File: src/rtl/mpct_pkg.sv
// Shared constants and types for the mouse packet cursor tracker.
// No dependencies; used by every module of the block.

package mpct_pkg;

    localparam int POS_W   = 16;
    localparam int BYTE_W  = 8;
    localparam int SHIFT_W = 32;
    localparam int BTN_W   = 3;
    localparam int MAG_W   = BYTE_W + 1;

    // Output beat: cursor_x, cursor_y, buttons, zero fill to whole bytes
    localparam int OUT_FIELDS_W = 2 * POS_W + BTN_W;
    localparam int OUT_DATA_W   = ((OUT_FIELDS_W + 7) / 8) * 8;

    // Configuration register indexes
    localparam int CFG_INDEX_W = 2;
    localparam logic [CFG_INDEX_W-1:0] REG_PACKET_MODE = 2'd0;
    localparam logic [CFG_INDEX_W-1:0] REG_X_LIMIT     = 2'd1;
    localparam logic [CFG_INDEX_W-1:0] REG_Y_LIMIT     = 2'd2;
    localparam int CFG_DATA_W = 16;

    // Packet modes
    localparam logic [1:0] MODE_OFF   = 2'd0;
    localparam logic [1:0] MODE_THREE = 2'd1;

    // Always-one status bit seen at its aligned place in the shift register
    localparam int MARK_THREE_BIT = 19;
    localparam int MARK_FOUR_BIT  = 27;

    // Status byte bits
    localparam int SIGN_X_BIT = 4;
    localparam int SIGN_Y_BIT = 5;

    localparam logic [POS_W-1:0] LIMIT_RESET = 16'd1024;

    // One axis movement: sign bit and low byte of a 9-bit two's complement value
    typedef struct packed {
        logic              neg;
        logic [BYTE_W-1:0] delta;
    } move_t;

endpackage

File: src/rtl/mouse_packet_cursor_tracker_core.sv
// Top level of the mouse packet cursor tracker: byte stream in, cursor beats out.
// Depends on mpct_pkg and mpct_axis_move.

// Takes one mouse byte per beat and keeps the cursor position. An accepted byte
// is held in an input register, is shifted into the packet register and,
// when the status byte lines up (3-byte packets in mode 1, 4-byte in modes 2
// and 3), moves the cursor and loads one result beat into the output register. A
// byte is taken every cycle while the output is free or being taken; the single
// update stage, which reads and writes the cursor in the same cycle, sets that
// rate. Mode 0 drops every byte. Write configuration only while no byte is in
// flight.
module mouse_packet_cursor_tracker_core
(
    input  logic                               clk,
    input  logic                               rst_n,
    // stream in
    input  logic                               s_axis_tvalid,
    output logic                               s_axis_tready,
    input  logic [mpct_pkg::BYTE_W-1:0]        s_axis_tdata,  // [7:0] data_byte
    // stream out
    output logic                               m_axis_tvalid,
    input  logic                               m_axis_tready,
    output logic [mpct_pkg::OUT_DATA_W-1:0]    m_axis_tdata,  // [15:0] cursor_x,
                                                              // [31:16] cursor_y,
                                                              // [34:32] buttons,
                                                              // [39:35] zero
    // configuration writes
    input  logic                               cfg_valid,
    output logic                               cfg_ready,
    input  logic [mpct_pkg::CFG_INDEX_W-1:0]   cfg_index,
    input  logic [mpct_pkg::CFG_DATA_W-1:0]    cfg_data
);

    localparam int PW = mpct_pkg::POS_W;

    logic                          in_valid_reg;
    logic [mpct_pkg::BYTE_W-1:0]   in_byte_reg;
    logic [mpct_pkg::SHIFT_W-1:0]  shift_reg;
    logic [mpct_pkg::SHIFT_W-1:0]  shift_next;
    logic [PW-1:0]                 pos_x_reg;
    logic [PW-1:0]                 pos_y_reg;
    logic [1:0]                    mode_reg;
    logic [PW-1:0]                 x_limit_reg;
    logic [PW-1:0]                 y_limit_reg;
    logic                          out_valid_reg;
    logic                          out_valid_next;
    logic [mpct_pkg::OUT_DATA_W-1:0] out_data_reg;

    logic                          out_free;
    logic                          fire;
    logic [mpct_pkg::SHIFT_W-1:0]  shifted;
    logic                          complete;
    logic [mpct_pkg::BYTE_W-1:0]   stat;
    mpct_pkg::move_t               mv_x;
    mpct_pkg::move_t               mv_y;
    logic [PW-1:0]                 new_x;
    logic [PW-1:0]                 new_y;

    assign out_free      = !out_valid_reg || m_axis_tready;
    assign fire          = in_valid_reg && out_free;
    assign s_axis_tready = !in_valid_reg || out_free;
    assign cfg_ready     = 1'b1;
    assign m_axis_tvalid = out_valid_reg;
    assign m_axis_tdata  = out_data_reg;

    always_comb
    begin
        shifted = {shift_reg[mpct_pkg::SHIFT_W-mpct_pkg::BYTE_W-1:0], in_byte_reg};
        if (mode_reg == mpct_pkg::MODE_THREE)
        begin
            complete   = shifted[mpct_pkg::MARK_THREE_BIT];
            stat       = shifted[23:16];
            mv_x.delta = shifted[15:8];
            mv_y.delta = shifted[7:0];
        end
        else
        begin
            complete   = shifted[mpct_pkg::MARK_FOUR_BIT];
            stat       = shifted[31:24];
            mv_x.delta = shifted[23:16];
            mv_y.delta = shifted[15:8];
        end
        if (mode_reg == mpct_pkg::MODE_OFF)
        begin
            complete = 1'b0;
        end
        mv_x.neg = stat[mpct_pkg::SIGN_X_BIT];
        mv_y.neg = stat[mpct_pkg::SIGN_Y_BIT];
    end

    mpct_axis_move u_move_x
    (
        .pos     (pos_x_reg),
        .mv      (mv_x),
        .invert  (1'b0),
        .limit   (x_limit_reg),
        .new_pos (new_x)
    );

    // Y runs the other way: negative movement moves the cursor down the screen
    mpct_axis_move u_move_y
    (
        .pos     (pos_y_reg),
        .mv      (mv_y),
        .invert  (1'b1),
        .limit   (y_limit_reg),
        .new_pos (new_y)
    );

    always_comb
    begin
        shift_next = shift_reg;
        if (fire)
        begin
            if (mode_reg == mpct_pkg::MODE_OFF || complete)
            begin
                shift_next = '0;
            end
            else
            begin
                shift_next = shifted;
            end
        end

        out_valid_next = out_valid_reg;
        if (fire && complete)
        begin
            out_valid_next = 1'b1;
        end
        else if (m_axis_tready)
        begin
            out_valid_next = 1'b0;
        end
    end

    always_ff @(posedge clk or negedge rst_n)
    begin
        if (!rst_n)
        begin
            in_valid_reg  <= 1'b0;
            shift_reg     <= '0;
            pos_x_reg     <= '0;
            pos_y_reg     <= '0;
            mode_reg      <= mpct_pkg::MODE_OFF;
            x_limit_reg   <= mpct_pkg::LIMIT_RESET;
            y_limit_reg   <= mpct_pkg::LIMIT_RESET;
            out_valid_reg <= 1'b0;
        end
        else
        begin
            if (s_axis_tready)
            begin
                in_valid_reg <= s_axis_tvalid;
            end
            shift_reg     <= shift_next;
            out_valid_reg <= out_valid_next;
            if (fire && complete)
            begin
                pos_x_reg <= new_x;
                pos_y_reg <= new_y;
            end
            if (cfg_valid && cfg_ready)
            begin
                case (cfg_index)
                    mpct_pkg::REG_PACKET_MODE: mode_reg    <= cfg_data[1:0];
                    mpct_pkg::REG_X_LIMIT:     x_limit_reg <= cfg_data;
                    mpct_pkg::REG_Y_LIMIT:     y_limit_reg <= cfg_data;
                    default:                   ;
                endcase
            end
        end
    end

    // Payload registers: no reset
    always_ff @(posedge clk)
    begin
        if (s_axis_tvalid && s_axis_tready)
        begin
            in_byte_reg <= s_axis_tdata;
        end
        if (fire && complete)
        begin
            out_data_reg <= {{(mpct_pkg::OUT_DATA_W - mpct_pkg::OUT_FIELDS_W){1'b0}},
                             stat[mpct_pkg::BTN_W-1:0], new_y, new_x};
        end
    end

endmodule

File: src/rtl/mpct_axis_move.sv
// Applies one signed movement to a cursor coordinate with saturation.
// Depends on mpct_pkg.

module mpct_axis_move
(
    input  logic [mpct_pkg::POS_W-1:0] pos,
    input  mpct_pkg::move_t            mv,
    input  logic                       invert,
    input  logic [mpct_pkg::POS_W-1:0] limit,
    output logic [mpct_pkg::POS_W-1:0] new_pos
);

    logic                         go_up;
    logic [mpct_pkg::MAG_W-1:0]   mag;
    logic [mpct_pkg::POS_W:0]     sum;
    logic [mpct_pkg::POS_W-1:0]   mag_ext;

    always_comb
    begin
        // positive moves add unless the axis is inverted
        go_up   = !(mv.neg ^ invert);
        // a negative move of zero with the sign set is a full 256 steps
        mag     = mv.neg ? (9'd256 - {1'b0, mv.delta}) : {1'b0, mv.delta};
        mag_ext = {{(mpct_pkg::POS_W - mpct_pkg::MAG_W){1'b0}}, mag};
        sum     = {1'b0, pos} + {1'b0, mag_ext};
        if (go_up)
        begin
            new_pos = (sum > {1'b0, limit}) ? limit : sum[mpct_pkg::POS_W-1:0];
        end
        else
        begin
            new_pos = (mag_ext > pos) ? '0 : (pos - mag_ext);
        end
    end

endmodule

File: config.mk
export PLATFORM = sky130hd
export DESIGN_NAME = mouse_packet_cursor_tracker_core
export DESIGN_NICKNAME = d
export VERILOG_FILES = /design/src/rtl/mpct_pkg.sv /design/src/rtl/mouse_packet_cursor_tracker_core.sv /design/src/rtl/mpct_axis_move.sv
export SDC_FILE = /design/constraint.sdc
export NUM_CORES = 1
export LEC_CHECK = 0
export BUFFER_PORTS_ARGS = -buffer_cell sky130_fd_sc_hd__buf_2
export CAP_MARGIN = 30
export CORE_UTILIZATION = 40
export CTS_BUF_LIST = sky130_fd_sc_hd__clkbuf_2 sky130_fd_sc_hd__clkbuf_4 sky130_fd_sc_hd__clkbuf_8
export DETAILED_ROUTE_END_ITERATION = 8
export GPL_TIMING_DRIVEN = 0
export PLACE_DENSITY = 0.61
export SETUP_SLACK_MARGIN = 0.2
export SLEW_MARGIN = 20
export SYNTH_ARGS = -nofsm -noshare
export SYNTH_HDL_FRONTEND = slang
export SYNTH_SLANG_ARGS = --single-unit
File: constraint.sdc
create_clock -name clk -period 10.3 [get_ports clk]
set_input_delay 1.03 -clock clk [delete_from_list [all_inputs] [get_ports clk]]
set_output_delay 1.03 -clock clk [all_outputs]
set_load 0.01 [all_outputs]
-- After elaboration in Yosys (flattened, before gate mapping)
Index checks and enable logic that the tools add are counted.
- magnitude comparators: 4
- reduce and logical (&&, ||, !) cells: 14
- multiplexer cells: 16
- $add $sub $neg: 6
- eq/ne operators: 3
- operator list (kind ; count):
    16-bit 2-to-1 mux ; 6
    16-bit by 9-bit adder with 17-bit output ; 2
    17-bit by 16-bit > comparator with 1-bit output ; 2
    9-bit by 16-bit > comparator with 1-bit output ; 2
    16-bit by 9-bit subtractor with 16-bit output ; 2
    22-bit 2-to-1 mux ; 1
    9-bit 2-to-1 mux ; 2
    9-bit by 8-bit subtractor with 9-bit output (first input constant) ; 2
    8-bit 2-to-1 mux ; 2
    6-bit 2-to-1 mux ; 1
    2-bit AND reduction ; 3
    2-bit by 1-bit equality test with 1-bit output (second input constant) ; 2
    2-bit zero test ; 2
    1-bit 2-to-1 mux ; 4
    1-bit logical AND ; 3
    1-bit logical OR ; 3
    2-bit equality test (second input constant) ; 1
    1-bit zero test ; 2
    2-bit nonzero test ; 1
- logic and storage cells: 53
- input bits: 31
- output and inout port bits: 43
- register bits: 133

-- Longest topological paths before layout
- depth in word-level cells: 8
- gate-level depth with buffers: 25
- gate-level depth less buffers: 22

-- Modules after synthesis
Synthesis repeated with hierarchy kept, for this count alone.
- cell total of the unflattened synthesis: 840
- area, all modules: 9048.7 sq um
- modules (own cells, without submodules) (module ; cells each ; area an instance (sq um) ; seq. area each (sq um) ; instances):
    mouse_packet_cursor_tracker_core ; 277 ; 4961.0 ; 3545.9 ; 1
    mpct_axis_move at u_move_x ; 280 ; 2050.7 ; 0.0 ; 1
    mpct_axis_move at u_move_y ; 283 ; 2037.0 ; 0.0 ; 1

-- Least setup slack after synthesis
OpenSTA, ideal clock, no wires.
- path type: register to register
- start: register mode_reg[1]
- end: register out_data_reg (netlist bit m_axis_tdata[29]) (data pin)
- path slack: 4.374 ns
- data arrival time: 5.658 ns
- data required time: 10.033 ns
- cell stages (with the launch flop): 25
- library setup time: 0.267 ns
- clock period less this slack: 5.926 ns
- buffers on the path: 5
- path through: dfrtp_1 nand2b_1 clkbuf_1 mux2i_1 clkbuf_1 clkbuf_1 nor2_1 a21oi_1 inv_1 fa_1 and2b_1 o311a_1 o21ai_1 buf_2 nor3b_1 xor2_1 ha_1 and4_1 a2111oi_0 o21a_1 a211oi_2 a21oi_1 buf_2 mux2i_1 o22ai_1
- longest elaborated chain between the ends: 8
- elaborated cells between the ends (all ways): 12
- classes of those cells: add/sub (3); order compare (2); eq/ne (1); mux (6)
- RTL lines (item ; line ; text):
    from (decl) ; mouse_packet_cursor_tracker_core.sv:42 ; logic [1:0] mode_reg;
    from (signal assigned) ; mouse_packet_cursor_tracker_core.sv:144 ; mode_reg <= mpct_pkg::MODE_OFF;
    from (signal assigned) ; mouse_packet_cursor_tracker_core.sv:165 ; mpct_pkg::REG_PACKET_MODE: mode_reg <= cfg_data[1:0];
    2-bit by 1-bit equality test with 1-bit output (*) ; mouse_packet_cursor_tracker_core.sv:69 ; if (mode_reg == mpct_pkg::MODE_THREE)
    8-bit 2-to-1 mux ; mouse_packet_cursor_tracker_core.sv:69 ;
    9-bit by 8-bit subtractor with 9-bit output ; mpct_axis_move.sv:23 ; mag = mv.neg ? (9'd256 - {1'b0, mv.delta}) : {1'b0, mv.delta};
    9-bit 2-to-1 mux ; mpct_axis_move.sv:23 ;
    16-bit by 9-bit adder with 17-bit output ; mpct_axis_move.sv:25 ; sum = {1'b0, pos} + {1'b0, mag_ext};
    17-bit by 16-bit > comparator with 1-bit output ; mpct_axis_move.sv:28 ; new_pos = (sum > {1'b0, limit}) ? limit : sum[mpct_pkg::POS_W-1:0];
    16-bit 2-to-1 mux ; mpct_axis_move.sv:28 ;
    16-bit 2-to-1 mux (*) ; mpct_axis_move.sv:26 ; if (go_up)
    named net new_y[13] ; mouse_packet_cursor_tracker_core.sv:57 ; logic [PW-1:0] new_y;
    to (signal assigned) ; mouse_packet_cursor_tracker_core.sv:183 ; out_data_reg <= {{(mpct_pkg::OUT_DATA_W - mpct_pkg::OUT_FIELDS_W){1'b0}},
    to (decl) ; mouse_packet_cursor_tracker_core.sv:47 ; logic [mpct_pkg::OUT_DATA_W-1:0] out_data_reg;
The timed path passes the listed nets; every way through them passes the cells marked *.
A chain may end at the register's enable or synchronous reset.

-- Worst setup path after layout
- start: register mode_reg[1]
- end: register out_data_reg (netlist bit m_axis_tdata[24]) (data pin)
Same word-level chain as after synthesis.

==> summary.txt <==
final setup TNS = 0 ns
min Tclk post-route = 7.654 ns
Lkg Pwr = 4.795 nW
post-cts resize count = 0
outcome = complete, no violations
crit end category = register
Initial DRC Count = 471
Die Width = 157.2 µm
DR pass1 iterations = 6
Via Count = 8,115
GRT Util Overall = 21.82%
Worst-Margin Slew = 0.8546 ns
Synth-to-Final Area Change = 12.28%
WL met2 = 12,450 µm
Netlist cell types = 70
# setup viols final = 0
Worst Path Arrival = 7.83 ns
ys flop type = dfrtp_1
M1 WL = 11,510 µm
H-tree depth = 4
GR Overflow Total = 0
part of the power in the clock network = 12.4%
vias in the first global route = 7,731
Pins Over Slew Limit = 0
Syn. warnings = 0
IO Pins = 74
Hold Vio Cnt, Final = 0
Reg clk slew, reported paths = 0.08 ns
DRT Wirelength = 25,980 µm
Yosys reg bits = 133
net switching power = 1.684 mW
first-pass GRT wire length = 41,150 µm
register area share after synthesis = 36.78%
fmax = 130.6 MHz
switching share of power = 48.09%
antenna diode count = 0
clk root buf = clkbuf_8
Max Fanout on Critical Path = 10
Skew-Pair Late Insertion Delay = 0.46 ns
critical path type = register to register
internal power = 1.817 mW
DIE HEIGHT = 157.2 µm
hold-fix buffers at CTS = 0
Vias/cell = 5.570
most common cell in the synthesized netlist = dfrtp_1
Synth top area share = 22.84%
cell area power density = 323.4 nW/µm²
Worst Setup Start Kind = register
Die ar. = 24,730 µm²
maximum root-to-sink buffer count = 2
final instance area = 10,820 µm²
# nets final = 1,233
Clock Sinks = 133
Mapped Cells = 1,032
Starting Density = 40.95%
Final Non-Filler Cells = 1,457
DP HPWL = 19,770 µm
Logic pwr share = 64.4%
Max IR drop VDD = 0.09770 mV
Largest register FFs = 35
DR WL met3 = 1158 µm
pin count of the biggest net entering global routing = 53
final core utilization = 45.98%
Rows = 56
Mapped Area = 9640 µm²
WL/cell = 17.83 µm
class of the worst hold path = input port to async pin
Antenna Nets Post-Route = 0
ranking of synthesized cells by area = dfrtp_1 23%, edfxtp_1 13%, ha_1 9.5%, mux2_2 5.0%, xnor2_1 3.5%
fillers = 2,306
Mean Syn Cell Area = 9.342 µm²
Worst Skew = 0.01513 ns
core area = 23,540 µm²
initial antenna violation count = 0
R2R depth = 24
slew margin rel. = 42.64%
RSZ-0062 raised after global routing = no
Yosys top cell by area = dfrtp_1
Setup Fix Bufs, Post-CTS = 0
DR DRC count = 0
Max Cap Viol = 0
ratio of cells with drive above 1 in the final layout = 15.73%
WP data required = 10.47 ns
highest routed layer = met4
Routability Congestion = 0.9254
period utilization = 74.31%
CTS buffer count = 17
synth cell count leaders = 88 x dfrtp_1, 79 x nand2_1, 76 x nor2_1
Post-DP Area = 10,430 µm²
CTS tree = done
Sequential Power Share = 23.2%
total power draw = 3.501 mW
port bufs = 67
Placed Instances = 1,424
ys async rst share = 67.67%
number of enable flip-flop cells after synthesis = 43
## worst max-delay path, cell delays in order (launching register included)
cell and delay (ns):
dfrtp_1 0.43, nand2b_1 0.12, clkbuf_1 0.44, mux2i_1 0.70, clkbuf_1 0.46, clkbuf_1 0.53
nor2_1 0.08, a21oi_1 0.31, inv_1 0.13, fa_1 0.44, and2b_1 0.27, o311a_1 0.17
o21ai_1 0.10, buf_2 0.20, nor3b_1 0.26, xor2_1 0.22, ha_1 0.29, and4_1 0.18
a2111oi_0 0.53, o21a_1 0.26, a211oi_2 0.18, a21oi_1 0.21, buf_2 0.30, mux2i_1 0.38
o21ai_0 0.17
## cell families (layout without fill, tap and decap cells)
group	Yosys count	after routing	synth area share (%)
AOI/OAI and AO/OA	257	257	18.35
xor gates and xnor gates	59	59	5.360
adders and majority gates	77	77	10.31
buffers and inverters	130	232	5.516
DFF	133	133	36.78
muxes	77	77	8.605
other	2	6	0.07790
and+or+nand+nor	297	297	15.00
## through the flow
stage	hold WS, ns	setup slack [ns]
6_report	0.4732	2.646
5_1_grt	0.4866	2.230
4_1_cts	0.4767	2.746
3_5_place_dp	0.4827	2.793
3_3_place_gp	0.4771	2.741
2_1_floorplan	0.4671	4.374
## power by group through the flow
stage / Clock, mW / Sequential, mW / Combinational [mW]
after global routing: 0.468 / 0.826 / 2.52
after CTS: 0.446 / 0.809 / 2.24
final: 0.435 / 0.810 / 2.26
after detailed placement: 0 / 0.818 / 2.22
after floorplan: 0 / 0.798 / 1.68
after global placement: 0 / 0.816 / 2.18
## routing by layer
layer,track usage [%],up-vias
met1,27.83,3921
met4,8.923,0
met2,36.68,216
li1,-,3928
met5,0,-
met3,3.469,50
## layout make-up
class / count / area (µm²) / area share, %
flip-flops and latches: 133 / 3546 / 32.76
inverters: 72 / 270.3 / 2.497
clock inverters: 11 / 101.3 / 0.9363
clock buffers: 21 / 282.8 / 2.612
multi-input cells: 773 / 5579 / 51.54
repair buffers: 70 / 380.4 / 3.514
well taps: 319 / 399.1 / 3.687
plain buffers: 58 / 265.3 / 2.451
## path summary, 6_finish.rpt
| check | slack (ns) | to | start |
|---|---|---|---|
| worst max-delay path | 2.65 | m_axis_tdata[24] | mode_reg[1] |
| worst min-delay path | 0.47 | pos_x_reg[9] | rst_n |
| worst max register to register | 2.65 | m_axis_tdata[24] | mode_reg[1] |
| worst min register to register | 0.50 | shift_reg[1] | in_byte_reg[1] |
| max in group asynchronous | 9.19 | y_limit_reg[10] | rst_n |
| min in group clk | 0.50 | shift_reg[1] | in_byte_reg[1] |
## layout by cell type (no fill, tap or decap), types with 35 or more instances in the layout
cell type / netlist / routed
mux2_2: 43 / 43
nand2_1: 79 / 79
nor2_1: 76 / 76
dfrtp_1: 88 / 88
xnor2_1: 38 / 38
buf_2: 11 / 77
ha_1: 73 / 73
a21oi_1: 35 / 35
o21ai_0: 62 / 62
edfxtp_1: 43 / 43
inv_1: 72 / 72
Power figures use the tool's default switching activity.
